--- src/hce_pkg.sv ---
// Shared types and constants for the Hack instruction execute block.
`timescale 1ns / 1ps

package hce_pkg;

	// Widths of a data word and of an address
	localparam int unsigned WORD_W = 16;
	localparam int unsigned ADDR_W = 15;

	// Top three bits of a compute instruction
	localparam logic [2:0] TOP_COMPUTE = 3'b111;

	// Comp field codes
	localparam logic [5:0] COMP_ZERO   = 6'd42;
	localparam logic [5:0] COMP_ONE    = 6'd63;
	localparam logic [5:0] COMP_MINUS1 = 6'd58;
	localparam logic [5:0] COMP_D      = 6'd12;
	localparam logic [5:0] COMP_Y      = 6'd48;
	localparam logic [5:0] COMP_NOT_D  = 6'd13;
	localparam logic [5:0] COMP_NOT_Y  = 6'd49;
	localparam logic [5:0] COMP_NEG_D  = 6'd15;
	localparam logic [5:0] COMP_NEG_Y  = 6'd51;
	localparam logic [5:0] COMP_D_INC  = 6'd31;
	localparam logic [5:0] COMP_Y_INC  = 6'd55;
	localparam logic [5:0] COMP_D_DEC  = 6'd14;
	localparam logic [5:0] COMP_Y_DEC  = 6'd50;
	localparam logic [5:0] COMP_D_ADD_Y = 6'd2;
	localparam logic [5:0] COMP_D_SUB_Y = 6'd19;
	localparam logic [5:0] COMP_Y_SUB_D = 6'd7;
	localparam logic [5:0] COMP_D_AND_Y = 6'd0;
	localparam logic [5:0] COMP_D_OR_Y  = 6'd21;

	// Condition flags of an ALU result
	typedef struct packed {
		logic neg;
		logic zero;
	} alu_flags_t;

endpackage

--- src/hce_alu.sv ---
// Hack ALU: comp-code function of D and Y, with sign and zero flags.
`timescale 1ns / 1ps

module hce_alu
	import hce_pkg::*;
(
	input  logic [5:0]        comp,
	input  logic [WORD_W-1:0] d,
	input  logic [WORD_W-1:0] y,
	output logic [WORD_W-1:0] result,
	output alu_flags_t        flags
);

	// Select the function; codes outside the set give zero
	always_comb begin
		case (comp)
			COMP_ZERO:    result = '0;
			COMP_ONE:     result = 16'd1;
			COMP_MINUS1:  result = '1;
			COMP_D:       result = d;
			COMP_Y:       result = y;
			COMP_NOT_D:   result = ~d;
			COMP_NOT_Y:   result = ~y;
			COMP_NEG_D:   result = 16'd0 - d;
			COMP_NEG_Y:   result = 16'd0 - y;
			COMP_D_INC:   result = d + 16'd1;
			COMP_Y_INC:   result = y + 16'd1;
			COMP_D_DEC:   result = d - 16'd1;
			COMP_Y_DEC:   result = y - 16'd1;
			COMP_D_ADD_Y: result = d + y;
			COMP_D_SUB_Y: result = d - y;
			COMP_Y_SUB_D: result = y - d;
			COMP_D_AND_Y: result = d & y;
			COMP_D_OR_Y:  result = d | y;
			default:      result = '0;
		endcase
	end

	// Flags for the jump conditions
	assign flags.neg  = result[WORD_W-1];
	assign flags.zero = (result == '0);

endmodule

--- src/hack_cpu_execute.sv ---
// Top level of the Hack instruction execute block.
//
// Usage:
//   The slave channel takes one instruction per transaction together with the
//   data memory word at the current A address. The master channel returns one
//   result per instruction: the store request (enable, address, data), the
//   next operand address, the next program counter and register D; tuser flags
//   an instruction whose top bits are 100, 101 or 110 (nothing executed).
//   A transaction passes through the input register, then the result register.
//   Throughput: one instruction per cycle while the receiver does not stall;
//   registers A, D and PC update in the same cycle as the ALU evaluates, so
//   each instruction sees the previous one.
//   Reset clears A, D, PC and both valid flags; no transaction is pending.
//   When the receiver stalls, the result register holds its transaction and
//   the input register fills; s_axis_tready then drops until the result is
//   taken, and no transaction is lost.
`timescale 1ns / 1ps

module hack_cpu_execute
	import hce_pkg::*;
#(
	parameter int ROM_ADDR_BITS = 15
) (
	input  logic        clk,
	input  logic        arst_n,
	input  logic        s_axis_tvalid,
	output logic        s_axis_tready,
	input  logic [31:0] s_axis_tdata,   // instruction[15:0], mem_data[31:16]
	output logic        m_axis_tvalid,
	input  logic        m_axis_tready,
	output logic [79:0] m_axis_tdata,   // write_enable[0], write_address[15:1],
	                                    // write_data[31:16], read_address[46:32],
	                                    // next_pc[61:47], d_value[77:62], zero[79:78]
	output logic [0:0]  m_axis_tuser    // illegal[0]
);

	// Input stage
	logic              valid_s1;
	logic [WORD_W-1:0] instr_s1;
	logic [WORD_W-1:0] mem_s1;

	// Architectural state
	logic [WORD_W-1:0]        a_q;
	logic [WORD_W-1:0]        d_q;
	logic [ROM_ADDR_BITS-1:0] pc_q;

	// Result register
	logic              out_valid_q;
	logic              we_q;
	logic [ADDR_W-1:0] waddr_q;
	logic [WORD_W-1:0] wdata_q;
	logic [ADDR_W-1:0] raddr_q;
	logic [ADDR_W-1:0] npc_q;
	logic [WORD_W-1:0] dval_q;
	logic              illegal_q;

	logic advance;

	// Decode
	logic              is_addr;
	logic              is_comp;
	logic [WORD_W-1:0] y_op;
	logic [WORD_W-1:0] alu_res;
	alu_flags_t        flags;
	logic              take;

	logic [WORD_W-1:0]        a_nx;
	logic [WORD_W-1:0]        d_nx;
	logic [ROM_ADDR_BITS-1:0] pc_nx;
	logic                     we_nx;
	logic [WORD_W-1:0]        wdata_nx;
	logic [WORD_W-1:0]        pc_ext;

	assign advance       = valid_s1 && (!out_valid_q || m_axis_tready);
	assign s_axis_tready = !valid_s1 || advance;

	// Capture the accepted transaction
	always_ff @(posedge clk or negedge arst_n) begin
		if (!arst_n) begin
			valid_s1 <= 1'b0;
		end else if (s_axis_tready) begin
			valid_s1 <= s_axis_tvalid;
		end
	end

	always_ff @(posedge clk) begin
		if (s_axis_tready && s_axis_tvalid) begin
			instr_s1 <= s_axis_tdata[15:0];
			mem_s1   <= s_axis_tdata[31:16];
		end
	end

	assign is_addr = !instr_s1[15];
	assign is_comp = (instr_s1[15:13] == TOP_COMPUTE);
	assign y_op    = instr_s1[12] ? mem_s1 : a_q;

	hce_alu u_alu (
		.comp   (instr_s1[11:6]),
		.d      (d_q),
		.y      (y_op),
		.result (alu_res),
		.flags  (flags)
	);

	assign take = (instr_s1[2] && flags.neg) || (instr_s1[1] && flags.zero) ||
	              (instr_s1[0] && !flags.neg && !flags.zero);

	// Next state of A, D and PC
	always_comb begin
		a_nx     = a_q;
		d_nx     = d_q;
		pc_nx    = pc_q;
		we_nx    = 1'b0;
		wdata_nx = '0;
		if (is_addr) begin
			a_nx  = {1'b0, instr_s1[14:0]};
			pc_nx = pc_q + 1'b1;
		end else if (is_comp) begin
			wdata_nx = alu_res;
			we_nx    = instr_s1[3];
			if (instr_s1[4]) begin
				d_nx = alu_res;
			end
			if (instr_s1[5]) begin
				a_nx = alu_res;
			end
			if (take) begin
				pc_nx = a_q[ROM_ADDR_BITS-1:0];
			end else begin
				pc_nx = pc_q + 1'b1;
			end
		end
	end

	assign pc_ext = WORD_W'(pc_nx);

	// Commit state and load the result register
	always_ff @(posedge clk or negedge arst_n) begin
		if (!arst_n) begin
			a_q         <= '0;
			d_q         <= '0;
			pc_q        <= '0;
			out_valid_q <= 1'b0;
		end else if (advance) begin
			a_q         <= a_nx;
			d_q         <= d_nx;
			pc_q        <= pc_nx;
			out_valid_q <= 1'b1;
		end else if (m_axis_tready) begin
			out_valid_q <= 1'b0;
		end
	end

	always_ff @(posedge clk) begin
		if (advance) begin
			we_q      <= we_nx;
			waddr_q   <= a_q[ADDR_W-1:0];
			wdata_q   <= wdata_nx;
			raddr_q   <= a_nx[ADDR_W-1:0];
			npc_q     <= pc_ext[ADDR_W-1:0];
			dval_q    <= d_nx;
			illegal_q <= !is_addr && !is_comp;
		end
	end

	assign m_axis_tvalid = out_valid_q;
	assign m_axis_tdata  = {2'b00, dval_q, npc_q, raddr_q, wdata_q, waddr_q, we_q};
	assign m_axis_tuser  = illegal_q;

endmodule

--- config.mk ---
export PLATFORM = sky130hd
export DESIGN_NAME = hack_cpu_execute
export DESIGN_NICKNAME = d
export VERILOG_FILES = /design/src/hce_pkg.sv /design/src/hce_alu.sv /design/src/hack_cpu_execute.sv
export SDC_FILE = /design/constraint.sdc
export NUM_CORES = 1
export LEC_CHECK = 0
export ABC_AREA = 1
export BUFFER_PORTS_ARGS = -buffer_cell sky130_fd_sc_hd__buf_2
export CAP_MARGIN = 20
export CORE_MARGIN = 3
export CORE_UTILIZATION = 53
export CTS_BUF_LIST = sky130_fd_sc_hd__clkbuf_8
export DETAILED_ROUTE_END_ITERATION = 7
export PLACE_DENSITY = 0.8
export SLEW_MARGIN = 20
export SYNTH_ARGS = -nofsm -noshare
export SYNTH_HDL_FRONTEND = slang
export SYNTH_HIERARCHICAL = 1
export SYNTH_SLANG_ARGS = --single-unit
--- constraint.sdc ---
create_clock -name clk -period 9.5 [get_ports clk]
set_input_delay 1.425 -clock clk [delete_from_list [all_inputs] [get_ports clk]]
set_output_delay 1.425 -clock clk [all_outputs]
set_load 0.05 [all_outputs]
==> results of run 1 <==
-- path summary, 6_finish.rpt --
path                                        end  cells after the start                   start
min in group asynchronous    d_q[7]$_DFFE_PN0P_                      2                  arst_n
hold reg to reg            waddr_q[3]$_DFFE_PP_                      0      a_q[3]$_DFFE_PN0P_
max in group asynchronous    a_q[1]$_DFFE_PN0P_                      2                  arst_n
setup / recovery             npc_q[3]$_DFFE_PP_                     29  instr_s1[11]$_DFFE_PP_
hold / removal             waddr_q[3]$_DFFE_PP_                      0      a_q[3]$_DFFE_PN0P_
setup reg to reg             npc_q[3]$_DFFE_PP_                     29  instr_s1[11]$_DFFE_PP_
-- critical path: cells and delay by family, from the launching register on --
family	cells	cell delay, ns
AO/OA/AOI/OAI	4	0.74
AND/OR/NAND/NOR	20	3.40
adder cells (fa/ha/maj)	1	0.42
flip-flops	1	0.44
buffers and inverters	4	0.41
-- per-stage QoR --
stage / util / area (um^2)
2_1_floorplan: - / 11100
6_report: 0.604 / 12300
3_3_place_gp: 0.583 / 11900
3_5_place_dp: 0.584 / 11900
4_1_cts: 0.604 / 12300
5_1_grt: 0.604 / 12300
-- Yosys cell counts (7+ instances only) --
| library cell | count |
|---|---|
| inv_1 | 166 |
| nor2_1 | 148 |
| buf_2 | 14 |
| nand3b_1 | 13 |
| o21ai_0 | 102 |
| nand3_1 | 116 |
| nand2_2 | 11 |
| clkbuf_1 | 14 |
| nor2_4 | 8 |
| o21ai_1 | 24 |
| edfxtp_1 | 111 |
| a21oi_1 | 71 |
| nand4_1 | 13 |
| ha_1 | 34 |
| o211ai_1 | 10 |
| nor3_1 | 15 |
| nand2_1 | 486 |
| dfrtp_1 | 49 |
| buf_4 | 7 |
| o21ai_2 | 12 |
-- state kept, by name, summed over array words and instances (netlist names) --
signal	flops
a_q	16
d_q	16
dval_q	16
instr_s1	16
m_axis_tuser	1
m_axis_tvalid	1
mem_s1	16
npc_q	15
pc_q	15
raddr_q	15
valid_s1	1
waddr_q	15
wdata_q	16
we_q	1
-- kinds of logic after synthesis --
group | after synthesis
fa+ha+maj | 36
buf+inv | 219
compound gates | 260
other cells | 1
simple gates | 830
flops | 160
xor+xnor | 9
-- placed cells by master, fill, tap and decap left out, types with 34 or more instances in the layout --
| cell | Yosys | layout |
|---|---|---|
| a21oi_1 | 71 | 71 |
| buf_2 | 14 | 116 |
| dfrtp_1 | 49 | 49 |
| edfxtp_1 | 111 | 111 |
| ha_1 | 34 | 34 |
| inv_1 | 166 | 166 |
| nand2_1 | 486 | 485 |
| nand3_1 | 116 | 116 |
| nor2_1 | 148 | 148 |
| o21ai_0 | 102 | 102 |
-- area by class of cell --
class | instances | area (um^2)
clock buffer | 17 | 234
clock inverter | 15 | 174
fill | 1857 | 8070
inverter | 175 | 667
multi-input combinational | 1137 | 5600
sequential | 160 | 4560
tap | 270 | 338
timing repair buffer | 135 | 723
-- power breakdown --
part           total (uW)  switching (uW)  internal [uW]  leakage (uW)
Clock                 527             285            242      0.000203
Sequential           1090             162            932       0.00174
Combinational        1450            1060            392       0.00409
-- layer usage --
layer	routed length (um)	vias up
li1	-	5224
met4	1190	2
met1	15300	5110
met2	15800	698
met3	3890	98
met5	13	-
==> results.md, run 1 <==
- Status: finished clean
- Clk root buf: clkbuf_8
- Fin. max-slew vios: 0
- Final net count: 1698
- H-tree Lvls: 4
- Largest family of logic cells by synthesized area: simple AND/OR/NAND/NOR gates
- Multiplexer share of the synthesized area: 0
- Max Freq: 180 MHz
- Routability cong.: 1.03
- Share of cells above drive strength 1: 0.137
- Post-synth EDFFs: 111
- Post-synthesis async set-or-reset flop share: 0.306
- DRC: 0
- Detailed Place HPWL: 27700 um
- Critical Path Max Stage Delay: 0.51 ns
- Final Cycle Share: 0.586
- Peak supply drop: 0.000108 V
- Final wirelength: 36200 um
- Largest net degree at the start of global routing: 80
- Max_cap viols: 0
- Die ar.: 22600 um^2
- Hold Vio Cnt, Final: 0
- Total global routing overflow: 0
- Leakage: 0.00603 uW
- Finished Layout Cells: 1909
- XOR/XNOR Fraction of Synth Area: 0.00713
- I/O pins: 119
- Die width: 150 um
- Area growth from synthesis to layout: 11.1%
- Routed Antenna Nets: 0
- Placed Cells: 1877
- Compound-Gate Fraction of Synth Area: 0.135
- #FFs+latches synth: 160
- DR vias/cell: 5.83
- Drt first pass iters: 6
- Met2 usage: 0.474
- Critical path required time: 9.83 ns
- Register area share after synthesis: 0.412
- CP Capture Type: register
- PD cells: 250 nW/um^2
- Post-CTS Setup Inserts: 0
- CTS Hold Bufs: 0
- Total power: 3080 uW
- Mapped cell area: 11100 um^2
- Synth Area in Adders: 0.0421
- Most area-consuming cells after synthesis: edfxtp_1, nand2_1, dfrtp_1
- Worst-Margin Slew: 0.957 ns
- Num Clock Sinks: 160
- Via count: 11100
- First-pass GRT wire length: 54600 um
- Clock transition at the registers of the reported paths: 0.10 ns
- FP Rows: 52
- Post-route minimum period: 5.56 ns
- Critical path peak fanout: 11
- Setup-failing EPs final: 0
- Initial antenna violation count: 1
- Dpl ws: 4.12 ns
- Top_reg_cell synth: edfxtp_1
- RSZ-0062 raised after global routing: no
- Mean Syn Cell Area: 7.30 um^2
- Final WS setup: 3.94 ns
- Die height: 150 um
- Post-CTS Resized: 0
- CTS max path bufs: 2
- TritonCTS clock tree: yes
- Worst slew margin: 0.355
- CP max-delay cell: nand3_1
- Min-delay worst type: register to register
- Synth Area in Simple Gates: 0.321
- Largest area contributor in the netlist: edfxtp_1
- Worst hold margin: 0.455 ns
- Worst reg2reg setup slack: 3.94 ns
- Kind of critical path: register to register
- Yosys top cell area share: 0.301
- Crit-path most repeated cell: nand2_1
- PortBufs: 116
- Startpoint Class: register
- Num CTS Buffers: 17
- CORE AREA: 20400 um^2
- All-layer global routing usage: 0.316
- Post-synth cell types: 49
- Post-Syn Instances: 1515
- Initial DRC Count: 1423
- Initial Util: 0.543
- Synth warn: 6
- Met1 Usage GRT: 0.460
- N_diodes: 0
- Setup Total Neg Slack: 0 ns
- Clock skew: 0.0146 ns
- Critical path data arrival time: 5.89 ns
- Clk_lat worst skew: 0.46 ns
- WL/cell: 18.9 um
- Vias in the first global route: 9844
- Gr busiest metal: met2
- Met3 Usage GRT: 0.0650
Note: power is estimated with default switching activity, not from simulation.
==> inputs of run 2 (changes only) <==
Clock period 9.5 ns to 5.6 ns, I/O delays scaled along.
==> run 2 against run 1 <==
  * Critical path depth down 1
  * First-iteration DRC count up 16%
  * Sequential share of layout area down 0.38 points
  * Via count up 0.76%
  * Core utilization up 0.63 points
  * Register-to-register slack worse by 3.5 ns
  * Sequential power up 66%
  * Global-route usage up 0.64 points
  * Combinational power up 79%
  * Critical endpoint is now pc_q[14]$_DFFE_PN0P_
==> results.md, run 2 (same netlist as run 1, synthesis figures left out) <==
- Status: finished clean
- CP Capture Type: register
- Num CTS Buffers: 17 (unchanged)
- Die ar.: 22600 um^2 (unchanged)
- DRC: 0 (unchanged)
- CP max-delay cell: o21ai_0
- Die width: 150 um (unchanged)
- Num Clock Sinks: 160 (unchanged)
- Initial Util: 0.543 (unchanged)
- Setup Total Neg Slack: 0 ns (unchanged)
- Setup-failing EPs final: 0 (unchanged)
- RSZ-0062 raised after global routing: no
- Register-to-Register Path Depth: 28 (-3.4%)
- Die height: 150 um (unchanged)
- Drt first pass iters: 6 (unchanged)
- Crit-path most repeated cell: nand2_1
- Critical path data arrival time: 5.52 ns (-0.37 ns)
- Total global routing overflow: 0 (unchanged)
- Final Util: 0.610 (+0.00627)
- Gr busiest metal: met2
- Routed Antenna Nets: 0 (unchanged)
- CORE AREA: 20400 um^2 (unchanged)
- Initial antenna violation count: 0 (-1)
- CTS max path bufs: 2 (unchanged)
- Clock power frac: 0.177 (+0.006)
- Net load switching power: 2600 uW (+72%)
- I/O pins: 119 (unchanged)
- Final Cycle Share: 0.914 (+0.328)
- Hold Vio Cnt, Final: 0 (unchanged)
- Fin. max-slew vios: 0 (unchanged)
- Initial DRC Count: 1654 (+16%)
- Area growth from synthesis to layout: 12.3%
- N_diodes: 0 (unchanged)
- Min-delay worst type: register to register
- Detailed Place HPWL: 28400 um (+2.3%)
- Switching Share: 0.486 (-0.00453)
- Clock skew: 0.0188 ns (+0.00423 ns)
- TritonCTS clock tree: yes
- CTS Hold Bufs: 0 (unchanged)
- Most frequent cells in the layout: nand2_1, inv_1, nor2_1
- Largest net degree at the start of global routing: 86 (+7.5%)
- Met3 Usage GRT: 0.0521 (-0.0129)
- Final net count: 1710 (+0.71%)
- H-tree Lvls: 4 (unchanged)
- Peak supply drop: 0.000225 V (+110%)
- Max Freq: 195 MHz (+8.8%)
- Critical path required time: 6.00 ns (-3.83 ns)
- Clk root buf: clkbuf_8
- Met1 Usage GRT: 0.466 (+0.00682)
- FP Rows: 52 (unchanged)
- Critical Path Max Stage Delay: 0.88 ns (+0.37 ns)
- Cells on Worst Hold Path: 0 (unchanged)
- Sequential Power Share: 0.339 (-0.017)
- Total internal power: 2750 uW (+75%)
- Clock transition at the registers of the reported paths: 0.10 ns (about the same)
- Startpoint Class: register
- Vias in the first global route: 9941 (+0.99%)
- PortBufs: 116 (unchanged)
- DR vias/cell: 5.84 (+0.13%)
- Met2 usage: 0.490 (+0.0164)
- Share of cells above drive strength 1: 0.144 (+0.00627)
- Kind of critical path: register to register
- PD cells: 430 nW/um^2 (+72%)
- Max_cap viols: 0 (unchanged)
- All-layer global routing usage: 0.322 (+0.00640)
- Logic pwr share: 0.484 (+0.011)
- Post-route minimum period: 5.12 ns (-0.448 ns)
- Leakage: 0.00611 uW (+1.3%)
- Worst slew margin: 0.332 (-0.0229)
- Commonest non-fill, non-tap cell in the layout: nand2_1
- Worst-Margin Slew: 0.991 ns (+0.0340 ns)
- Clk_lat worst skew: 0.46 ns (about the same)
- First-pass GRT wire length: 55600 um (+1.9%)
- Via count: 11200 (+0.76%)
- WL/cell: 19.2 um (+1.5%)
- Routability cong.: 1.05 (+1.9%)
- Critical path peak fanout: 18 (+7)
- Final wirelength: 36900 um (+2.1%)
==> run 2: critical path: cells and delay by family, from the launching register on <==
kind,cells,cell delay (ns)
simple gates,20,2.33
compound gates,4,1.44
fa+ha+maj,1,0.42
buf+inv,3,0.23
flops,1,0.64
==> run 2: final cells by class <==
type / instances / area [um^2]
clock inverters: 15 / 200
fillers: 1810 / 7950
repair buffers: 147 / 817
multi-input cells: 1137 / 5600
inverters: 175 / 667
clock buffers: 17 / 234
flip-flops and latches: 160 / 4560
well taps: 270 / 338
==> run 2: power groups by stage <==
stage	Sequential, uW	Clock (uW)	Combinational, uW
4_1_cts	1800	952	2510
6_report	1810	949	2590
3_3_place_gp	1820	0	2470
3_5_place_dp	1830	0	2500
5_1_grt	1840	999	2820
2_1_floorplan	2170	0	1450
==> run 2: through the flow <==
stage                     hold slack [ns]  total power (uW)  instance area [um^2]  instances  setup WS (ns)
after global placement              0.429              4290                 12000       1888          0.545
after CTS                           0.441              5270                 12400       1920          0.410
after floorplan                     0.425              3620                 11100       1516           1.60
after detailed placement            0.430              4330                 12000       1888          0.430
final                               0.445              5350                 12400       1921          0.484
after global routing                0.457              5660                 12400       1921        0.00933
==> run 2: layer usage <==
layer	part of all wire	vias up
met3	0.10	99
met4	0.038	0
met2	0.44	685
li1	-	5260
met5	0	-
met1	0.42	5173
==> run 2: timing repair <==
item,in CTS,in global routing
setup endpoints to repair,0,12
setup buffers,0,1
gates resized for setup,0,3
hold endpoints to repair,0,0
==> run 2: path summary, 6_finish.rpt <==
kind	start	slack, ns	endpoint
setup / recovery	instr_s1[12]$_DFFE_PP_	0.48	pc_q[14]$_DFFE_PN0P_
hold / removal	a_q[6]$_DFFE_PN0P_	0.45	waddr_q[6]$_DFFE_PP_
setup reg to reg	instr_s1[12]$_DFFE_PP_	0.48	pc_q[14]$_DFFE_PN0P_
hold reg to reg	a_q[6]$_DFFE_PN0P_	0.45	waddr_q[6]$_DFFE_PP_
max in group asynchronous	arst_n	4.61	valid_s1$_DFFE_PN0N_
min in group asynchronous	arst_n	0.48	d_q[9]$_DFFE_PN0P_
==> inputs of run 3 (changes only) <==
Settings changed: ABC_CLOCK_PERIOD_IN_PS from default to 5600, BUFFER_PORTS_ARGS -buffer_cell sky130_fd_sc_hd__buf_2 to default, DONT_BUFFER_PORTS from default to 1, PLACE_DENSITY 0.8 to 0.75, SYNTH_HIERARCHICAL 1 to default.
==> run 3 against run 2 <==
  * Global-route usage decreased by 0.46 points
  * Critical path depth increased by 8
  * Sequential power increased by 33%
  * Critical path type unchanged
  * Largest power group is now sequential cells
  * Highest routed layer unchanged
==> results.md, run 3 <==
- Drt first pass iters: 6 (unchanged)
- Post-Syn Instances: 1490 (-1.7%)
- Die height: 151 um (+0.57%)
- Area of the multi-input gates: 5700 um^2 (+1.7%)
- Most frequent cells in the layout: nand2_1, inv_1, o21ai_0
- Worst reg2reg setup slack: 0.53 ns (+0.05 ns)
- Largest net degree at the start of global routing: 73 (-15%)
- Kind of critical path: register to register
- Most common cell in the netlist: nand2_1
- Post-synth EDFFs: 111 (unchanged)
- H-tree Lvls: 4 (unchanged)
- Worst-Margin Slew: 0.968 ns (-0.0234 ns)
- CP max-delay cell: dfrtp_2
- Mapped cell area: 11200 um^2 (+1.2%)
- Largest area contributor in the netlist: edfxtp_1
- Hold Vio Cnt, Final: 0 (unchanged)
- Critical path data arrival time: 5.30 ns (-0.22 ns)
- Leakage: 0.00548 uW (-10%)
- WL/cell: 20.6 um (+7.2%)
- All-layer global routing usage: 0.318 (-0.00458)
- Peak supply drop: 0.000208 V (-7.6%)
- Finished Layout Cells: 1765 (-8.1%)
- FP Rows: 52 (unchanged)
- Filler cells: 1883 (+4.0%)
- CORE AREA: 20500 um^2 (+0.64%)
- Clk_lat worst skew: 0.49 ns (+0.03 ns)
- Mean Syn Cell Area: 7.51 um^2 (+2.9%)
- CTS max path bufs: 2 (unchanged)
- Vias in the first global route: 9645 (-3.0%)
- Commonest cells post-synth: nand2_1, inv_1, o21ai_0
- Initial DRC Count: 1286 (-22%)
- DR vias/cell: 6.05 (+3.6%)
- Top_reg_cell synth: edfxtp_1
- Via count: 10700 (-4.8%)
- Status: finished clean
- I/O pins: 119 (unchanged)
- Post-synth cell types: 53 (+8.2%)
- DRC: 0 (unchanged)
- Setup-failing EPs final: 0 (unchanged)
- Worst r2r src: d_q[1]$_DFFE_PN0P_
- Critical Path Max Stage Delay: 0.48 ns (-0.40 ns)
- CP Capture Type: register
- Num CTS Buffers: 17 (unchanged)
- Initial Util: 0.546 (+0.00296)
- Synth warn: 0 (-6)
- Routability cong.: 1.03 (-1.6%)
- Critical path required time: 5.83 ns (-0.17 ns)
- Initial antenna violation count: 1 (+1)
- Yosys top cell area share: 0.298 (-0.00354)
- Final Cell Area: 11900 um^2 (-4.4%)
- Post-DP Area: 11400 um^2 (-4.8%)
- Num Clock Sinks: 160 (unchanged)
- Share of cells above drive strength 1: 0.0997 (-0.0439)
- Final wirelength: 36400 um (-1.5%)
- Fin. max-slew vios: 0 (unchanged)
- Die width: 151 um (+0.57%)
- Register cell area after layout: 4560 um^2 (about the same)
- Startpoint Class: register
- Most area-consuming cells after synthesis: edfxtp_1, nand2_1, dfrtp_1
- Worst slew margin: 0.352 (+0.0202)
- Routed Antenna Nets: 0 (unchanged)
- Clk root buf: clkbuf_8
- PortBufs: 0 (-100%)
- First-pass GRT wire length: 55200 um (-0.72%)
- Max_cap viols: 0 (unchanged)
- R2r endpoint: npc_q[14]$_DFFE_PP_
- Crit-path most repeated cell: inv_1
- Area growth from synthesis to layout: 6.09%
- Placed Cells: 1728 (-8.5%)
- Detailed Place HPWL: 27700 um (-2.5%)
- Clock skew: 0.0339 ns (+0.0151 ns)
- Clock transition at the registers of the reported paths: 0.12 ns (+0.02 ns)
- PD cells: 463 nW/um^2 (+7.6%)
- Register-to-Register Path Depth: 36 (+29%)
- Max Freq: 197 MHz (+0.97%)
- Post-synthesis async set-or-reset flop share: 0.306 (unchanged)
- Register area share after synthesis: 0.407 (-0.00484)
- Commonest non-fill, non-tap cell in the layout: nand2_1
- TritonCTS clock tree: yes
- Post-route minimum period: 5.07 ns (-0.0492 ns)
- Critical path peak fanout: 16 (-2)
- #FFs+latches synth: 160 (unchanged)
- Min-delay worst type: input pin to asynchronous set/reset pin
- Die ar.: 22900 um^2 (+1.1%)
- Final Util: 0.579 (-0.0305)
- Total global routing overflow: 0 (unchanged)
- Final net count: 1554 (-9.1%)
- N_diodes: 0 (unchanged)
- Final Cycle Share: 0.905 (-0.00878)
run 3: changes by cell type after synthesis, moves of 12 or more:
cell | before | now
nand2_1 | 486 | 422
nand2_2 | 11 | 29
nand3_1 | 116 | 101
nand4_1 | 13 | 30
nor2_1 | 148 | 114
o21ai_0 | 102 | 132
o21ai_1 | 24 | 9
o22ai_1 | 4 | 16
run 3: how the worst max path moves through the flow:
stage,startpoint,endpoint
6_report,d_q[1]$_DFFE_PN0P_,npc_q[14]$_DFFE_PP_
5_1_grt,d_q[1]$_DFFE_PN0P_,pc_q[14]$_DFFE_PN0P_
4_1_cts,d_q[1]$_DFFE_PN0P_,pc_q[14]$_DFFE_PN0P_
3_5_place_dp,d_q[1]$_DFFE_PN0P_,pc_q[0]$_DFFE_PN0P_
3_3_place_gp,d_q[1]$_DFFE_PN0P_,npc_q[1]$_DFFE_PP_
2_1_floorplan,d_q[1]$_DFFE_PN0P_,npc_q[4]$_DFFE_PP_
run 3: kinds of logic (layout without fill, tap and decap cells):
group	count (synthesis)	after routing	synth area share
other	1	2	0.000335
DFF	160	160	0.407
adders and majority gates	36	36	0.0416
and+or+nand+nor	770	770	0.316
AOI/OAI and AO/OA	273	273	0.136
buffers and inverters	232	236	0.0851
xor gates and xnor gates	17	17	0.0133
muxes	1	1	0.000894
run 3: cell type report:
cell class | instances | share of cell area
clock buffers | 17 | 0.0197
clock inverters | 15 | 0.0156
inverters | 186 | 0.0599
multi-input cells | 1099 | 0.480
flip-flops and latches | 160 | 0.384
well taps | 270 | 0.0285
repair buffers | 18 | 0.0124
run 3: layer usage:
layer,vias to the layer above,global-route usage,routed length (um)
li1,4975,-,-
met1,4904,0.465,15200
met2,708,0.453,15600
met3,92,0.0733,4260
met4,0,0.128,1370
met5,-,0,0
run 3: timing repair:
| action | CTS | global route |
|---|---|---|
| gates resized for setup | 0 | 4 |
| endpoints found under the setup margin | 0 | 30 |
| setup buffers | 0 | 5 |
| hold buffers | 0 | 0 |
run 3: power by group:
part	internal, uW	switching, uW
Clock	346	546
Combinational	661	1550
Sequential	1630	771
Total	2640	2860
run 3: stage by stage:
| stage | setup slack [ns] | hold slack (ns) | total power [uW] | TNS, ns |
|---|---|---|---|---|
| after floorplan | 1.48 | 0.425 | 3880 | 0 |
| after global placement | 0.507 | 0.430 | 4500 | 0 |
| after detailed placement | 0.444 | 0.429 | 4520 | 0 |
| after CTS | 0.391 | 0.0146 | 5420 | 0 |
| after global routing | -0.00591 | 0.0208 | 5820 | -0.0135 |
| final | 0.533 | 0.0336 | 5500 | 0 |
run 3: critical path, delay by kind of cell, from the launching register on:
| family | cells | cell delay [ns] |
|---|---|---|
| AND/OR/NAND/NOR | 20 | 2.09 |
| AO/OA/AOI/OAI | 4 | 0.75 |
| adder cells (fa/ha/maj) | 2 | 0.55 |
| flip-flops | 1 | 0.48 |
| buffers and inverters | 10 | 0.94 |
